--- config.mk ---
export PLATFORM = sky130hd
export DESIGN_NAME = idql_cell
export DESIGN_NICKNAME = d
export VERILOG_FILES = /design/src/hw/rtl/idql_pkg.sv /design/src/hw/rtl/idql_cell.sv
export SDC_FILE = /design/constraint.sdc
export NUM_CORES = 1
export LEC_CHECK = 0
export BUFFER_PORTS_ARGS = -buffer_cell sky130_fd_sc_hd__clkbuf_2
export CORE_MARGIN = 5
export CORE_UTILIZATION = 38
export CTS_CLUSTER_DIAMETER = 40
export DETAILED_ROUTE_END_ITERATION = 16
export GPL_ROUTABILITY_DRIVEN = 0
export GPL_TIMING_DRIVEN = 0
export PLACE_DENSITY_LB_ADDON = 0.25
export SYNTH_ARGS = -nofsm -noshare
export SYNTH_HDL_FRONTEND = slang
export SYNTH_SLANG_ARGS = --single-unit
--- constraint.sdc ---
create_clock -name clk -period 6.6 [get_ports clk]
set_clock_uncertainty 0.1 [all_clocks]
set_input_delay 1.32 -clock clk [delete_from_list [all_inputs] [get_ports clk]]
set_output_delay 1.32 -clock clk [all_outputs]
set_load 0.01 [all_outputs]
--- src/hw/rtl/idql_pkg.sv ---
// shared types and codes for the indexed deque list engine
`default_nettype none

package idql_pkg;

    localparam int CAPACITY_DEF  = 64;
    localparam int ITEM_BITS_DEF = 32;

    localparam int MODE_W   = 4;
    localparam int POS_W    = 8;
    localparam int VALUE_W  = 32;
    localparam int STATUS_W = 2;
    localparam int FIDX_W   = 6;
    localparam int LEN_W    = 7;
    localparam int GROUP_W  = 8;

    typedef enum logic [MODE_W-1:0] {
        MODE_APPEND      = 4'd0,
        MODE_APPEND_HEAD = 4'd1,
        MODE_POP_TAIL    = 4'd2,
        MODE_POP_HEAD    = 4'd3,
        MODE_INSERT      = 4'd4,
        MODE_REMOVE      = 4'd5,
        MODE_FIND        = 4'd6,
        MODE_PEEK_HEAD   = 4'd7,
        MODE_PEEK_TAIL   = 4'd8,
        MODE_CLEAR       = 4'd9
    } mode_t;

    typedef enum logic [STATUS_W-1:0] {
        STAT_OK    = 2'd0,
        STAT_EMPTY = 2'd1,
        STAT_FULL  = 2'd2,
        STAT_RANGE = 2'd3
    } status_t;

    typedef enum logic [1:0] {
        CELL_HOLD = 2'd0,
        CELL_INS  = 2'd1,
        CELL_REM  = 2'd2
    } cell_op_t;

    typedef enum logic [1:0] {
        ST_IDLE = 2'd0,
        ST_EXEC = 2'd1,
        ST_SCAN = 2'd2,
        ST_DONE = 2'd3
    } fsm_t;

    // broadcast control seen by every cell
    typedef struct packed {
        cell_op_t op;
        logic     cmp_en;
        logic     rd_en;
    } cell_ctrl_t;

    // scan unit status back to the sequencer
    typedef struct packed {
        logic done;
        logic found;
    } scan_stat_t;

endpackage

`default_nettype wire

--- src/hw/rtl/idql_cell.sv ---
// one storage cell of the list chain: shift, compare and read tap
`default_nettype none

module idql_cell #(
    parameter int CAPACITY  = idql_pkg::CAPACITY_DEF,
    parameter int ITEM_BITS = idql_pkg::ITEM_BITS_DEF,
    parameter int IDX       = 0
) (
    input  wire                                   clk,
    input  wire idql_pkg::cell_ctrl_t             ctrl,
    input  wire [$clog2(CAPACITY)-1:0]            at_idx,
    input  wire [$clog2(CAPACITY+1)-1:0]          count,
    input  wire [ITEM_BITS-1:0]                   item,
    input  wire [ITEM_BITS-1:0]                   left_data,
    input  wire [ITEM_BITS-1:0]                   right_data,
    output logic [ITEM_BITS-1:0]                  data,
    output logic                                  hit,
    output logic [ITEM_BITS-1:0]                  tap
);

    localparam int IW = $clog2(CAPACITY);
    localparam int CW = $clog2(CAPACITY + 1);
    localparam logic [IW-1:0] MY_IDX = IW'(IDX);
    localparam logic [CW-1:0] MY_CNT = CW'(IDX);

    logic [ITEM_BITS-1:0] entry_reg;
    logic [ITEM_BITS-1:0] entry_next;
    logic                 at_me;

    assign at_me = (at_idx == MY_IDX);

    always_comb
    begin
        entry_next = entry_reg;
        case (ctrl.op)
            idql_pkg::CELL_INS:
            begin
                if (MY_IDX > at_idx)
                    entry_next = left_data;
                else if (at_me)
                    entry_next = item;
            end
            idql_pkg::CELL_REM:
            begin
                if (MY_IDX >= at_idx)
                    entry_next = right_data;
            end
            default:
            begin
                entry_next = entry_reg;
            end
        endcase
    end

    always_ff @(posedge clk)
    begin
        entry_reg <= entry_next;
    end

    // entries at or past count are stale and never match
    always_comb
    begin
        if (ctrl.cmp_en)
            hit = (MY_CNT < count) && (entry_reg == item);
        else
            hit = ctrl.rd_en && at_me;
        tap = (ctrl.rd_en && at_me) ? entry_reg : '0;
    end

    assign data = entry_reg;

endmodule

`default_nettype wire

==> run summary <==
most frequent cells in the layout - 146 x clkbuf_2, 32 x mux2_2, 32 x and2_1, 32 x edfxtp_1, 21 x xnor2_1
CTS sink count - 32
Worst Hold Depth - 2
Adder-Cell Fraction of Synth Area - 1.24%
core box area - 0.00514 mm2
Placed Area - 0.00288 mm2
syn avg cell area - 12.6 um2
maximum clock frequency - 255 MHz
Pins Over Slew Limit - 0
Worst path slowest cell - nor4_1
CTS tree - built
Clk pin slew, worst setup/hold paths - 0.07 ns
CTS Buffer Depth - 2
die width - 82.9 um
Synth warnings - 0
Arrival @ worst endpoint - 2.51 ns
Post-Syn Nets - 277
Min-Delay Startpoint - right_data[6]
Total GRT Usage - 17.1%
commonest non-fill, non-tap cell in the layout - clkbuf_2
full die area - 0.00688 mm2
Synth Area in Compound Gates - 0.804%
Filler cells - 472
total global routing overflow - 0
# diodes - 0
cts bufs inserted - 5
unrepaired setup endpoints after global routing - false
share of cells above drive strength 1 - 61.9%
Post-CTS Resized - 0
# DRC - 0
vias in the first global route - 1,941
max_cap viols - 0
Initial Utilization - 39.3%
Worst Hold Endpoint - data[6]
pwr/cell area - 187 mW/mm2
first-pass GRT wire length - 9490 um
DR WL/cell - 15.1 um
Yosys reg bits - 32
setup_tns - 0 ns
largest family of logic cells by synthesized area - multiplexers
status - finished clean
max reg flops - 32
Die Span Y - 82.9 um
Final Critical Period - 3.93 ns
# nets final - 431
leakage power of the design - 1.37 nW
CP Class - in2out
WP buf/inv - 2
simple-gate share of the synthesized area - 15.6%
Final period util - 59.5%
Clock H-tree levels - 2
Post-Synthesis Cells - 161
I/O pin cnt - 179
slew margin rel. - 58.8%
final WL - 5830 um
Post-CTS Setup Bufs - 0
Post-DRT Antenna Nets - 0
via count - 1,805
final hold violations - 0
max incr delay on CP - 0.33 ns
drt pass-1 iters - 4
peak supply drop - 0.118 mV
min-delay worst type - in2reg
# rows - 26
area of the multi-input gates - 0.00101 mm2
Critical Path RT - 5.18 ns
critical path, cell by cell - clkbuf_2 -> xnor2_1 -> nand4_1 -> nor4_1 -> nand4_1 -> o22ai_1 -> clkbuf_2
Layout area overhead - 46.2%
initial antenna violation count - 0
critical path capture point type - primary output
Critical Path Source Type - input pin
Post-Syn Area - 0.00202 mm2
Sequential Area - 961 um2
register area share after synthesis - 47.5%
fin area - 0.00296 mm2
CTS Hold Bufs - 0
CP top delay family - simple AND/OR/NAND/NOR gates
worst-margin pin slew - 0.616 ns
Post-DP HPWL - 4920 um
worst-path maximum fanout - 2
Synth Area in XOR/XNOR - 13.9%
routed vias/inst - 4.69
Setup violations, final - 0
post-synthesis mux area share - 17.8%
starting DRC count in detailed routing - 16
Synth cell types - 21
CP Depth - 7
port bufs - 146
largest net degree at the start of global routing - 18
Root Buffer - clkbuf_8
==> worst max-delay path by stage <==
stage               startpoint  endpoint  slack (ns)
floorplan              ctrl[2]   data[0]        2.50
global placement       ctrl[2]   data[7]        1.59
detailed placement    item[23]       hit        2.65
CTS                   item[23]       hit        2.64
global route          item[28]       hit        2.44
finish                item[28]       hit        2.67
==> cells by family (layout without fill, tap and decap cells) <==
kind of cell    after synthesis  in the layout
compound gates                3              3
xor+xnor                     32             32
fa+ha+maj                     2              2
buf+inv                      10            164
flops                        32             32
mux                          32             32
simple gates                 50             50
==> synth_stat cells <==
master / number / area [um2]
nand3_1: 1 / 5.00
nor4_1: 4 / 25.0
nor4_2: 1 / 12.5
nand2_1: 1 / 3.75
nor2_1: 1 / 3.75
a21oi_1: 2 / 10.0
edfxtp_1: 32 / 961
nand4_1: 6 / 37.5
inv_1: 3 / 11.3
nor3_1: 2 / 10.0
xnor2_1: 21 / 184
clkbuf_1: 1 / 3.75
ha_1: 2 / 25.0
buf_2: 3 / 15.0
buf_6: 3 / 33.8
and2_1: 32 / 200
xor2_1: 11 / 96.3
or2_2: 1 / 6.26
o22ai_1: 1 / 6.26
mux2_2: 32 / 360
and3_4: 1 / 11.3
==> per-layer routing <==
layer | part of all wire (%) | global-route usage (%) | wire length [um]
met1 | 39 | 20.2 | 2290
met2 | 50 | 29.4 | 2910
met3 | 9.8 | 6.44 | 569
met4 | 1.0 | 3.71 | 59
met5 | 0 | 0 | 0
==> stage by stage <==
stage | std cells | util [%] | worst slack [ns] | total power [W] | hold WS (ns)
after floorplan | 161 | - | 2.50 | 0.000347 | 1.44
after global placement | 377 | 55.3 | 1.59 | 0.000413 | 1.52
after detailed placement | 378 | 56.0 | 2.65 | 0.000421 | 1.53
after CTS | 385 | 57.5 | 2.64 | 0.000562 | 1.23
after global routing | 385 | 57.5 | 2.44 | 0.000583 | 1.23
final | 385 | 57.5 | 2.67 | 0.000552 | 1.24
==> power by group <==
group | internal [W] | switching (W)
sequential | 0.000256 | 0.0000227
clock | 0.0000715 | 0.0000667
combinational | 0.0000723 | 0.0000630
total | 0.000400 | 0.000152
==> layout make-up <==
type | count | area share, %
multi-input cells | 119 | 34.1
flip-flops and latches | 32 | 32.5
repair buffers | 147 | 25.6
well taps | 70 | 2.96
clock buffers | 6 | 2.45
plain buffers | 7 | 1.78
inverters | 3 | 0.381
clock inverters | 1 | 0.169
Note: power is estimated with default switching activity, not from simulation.
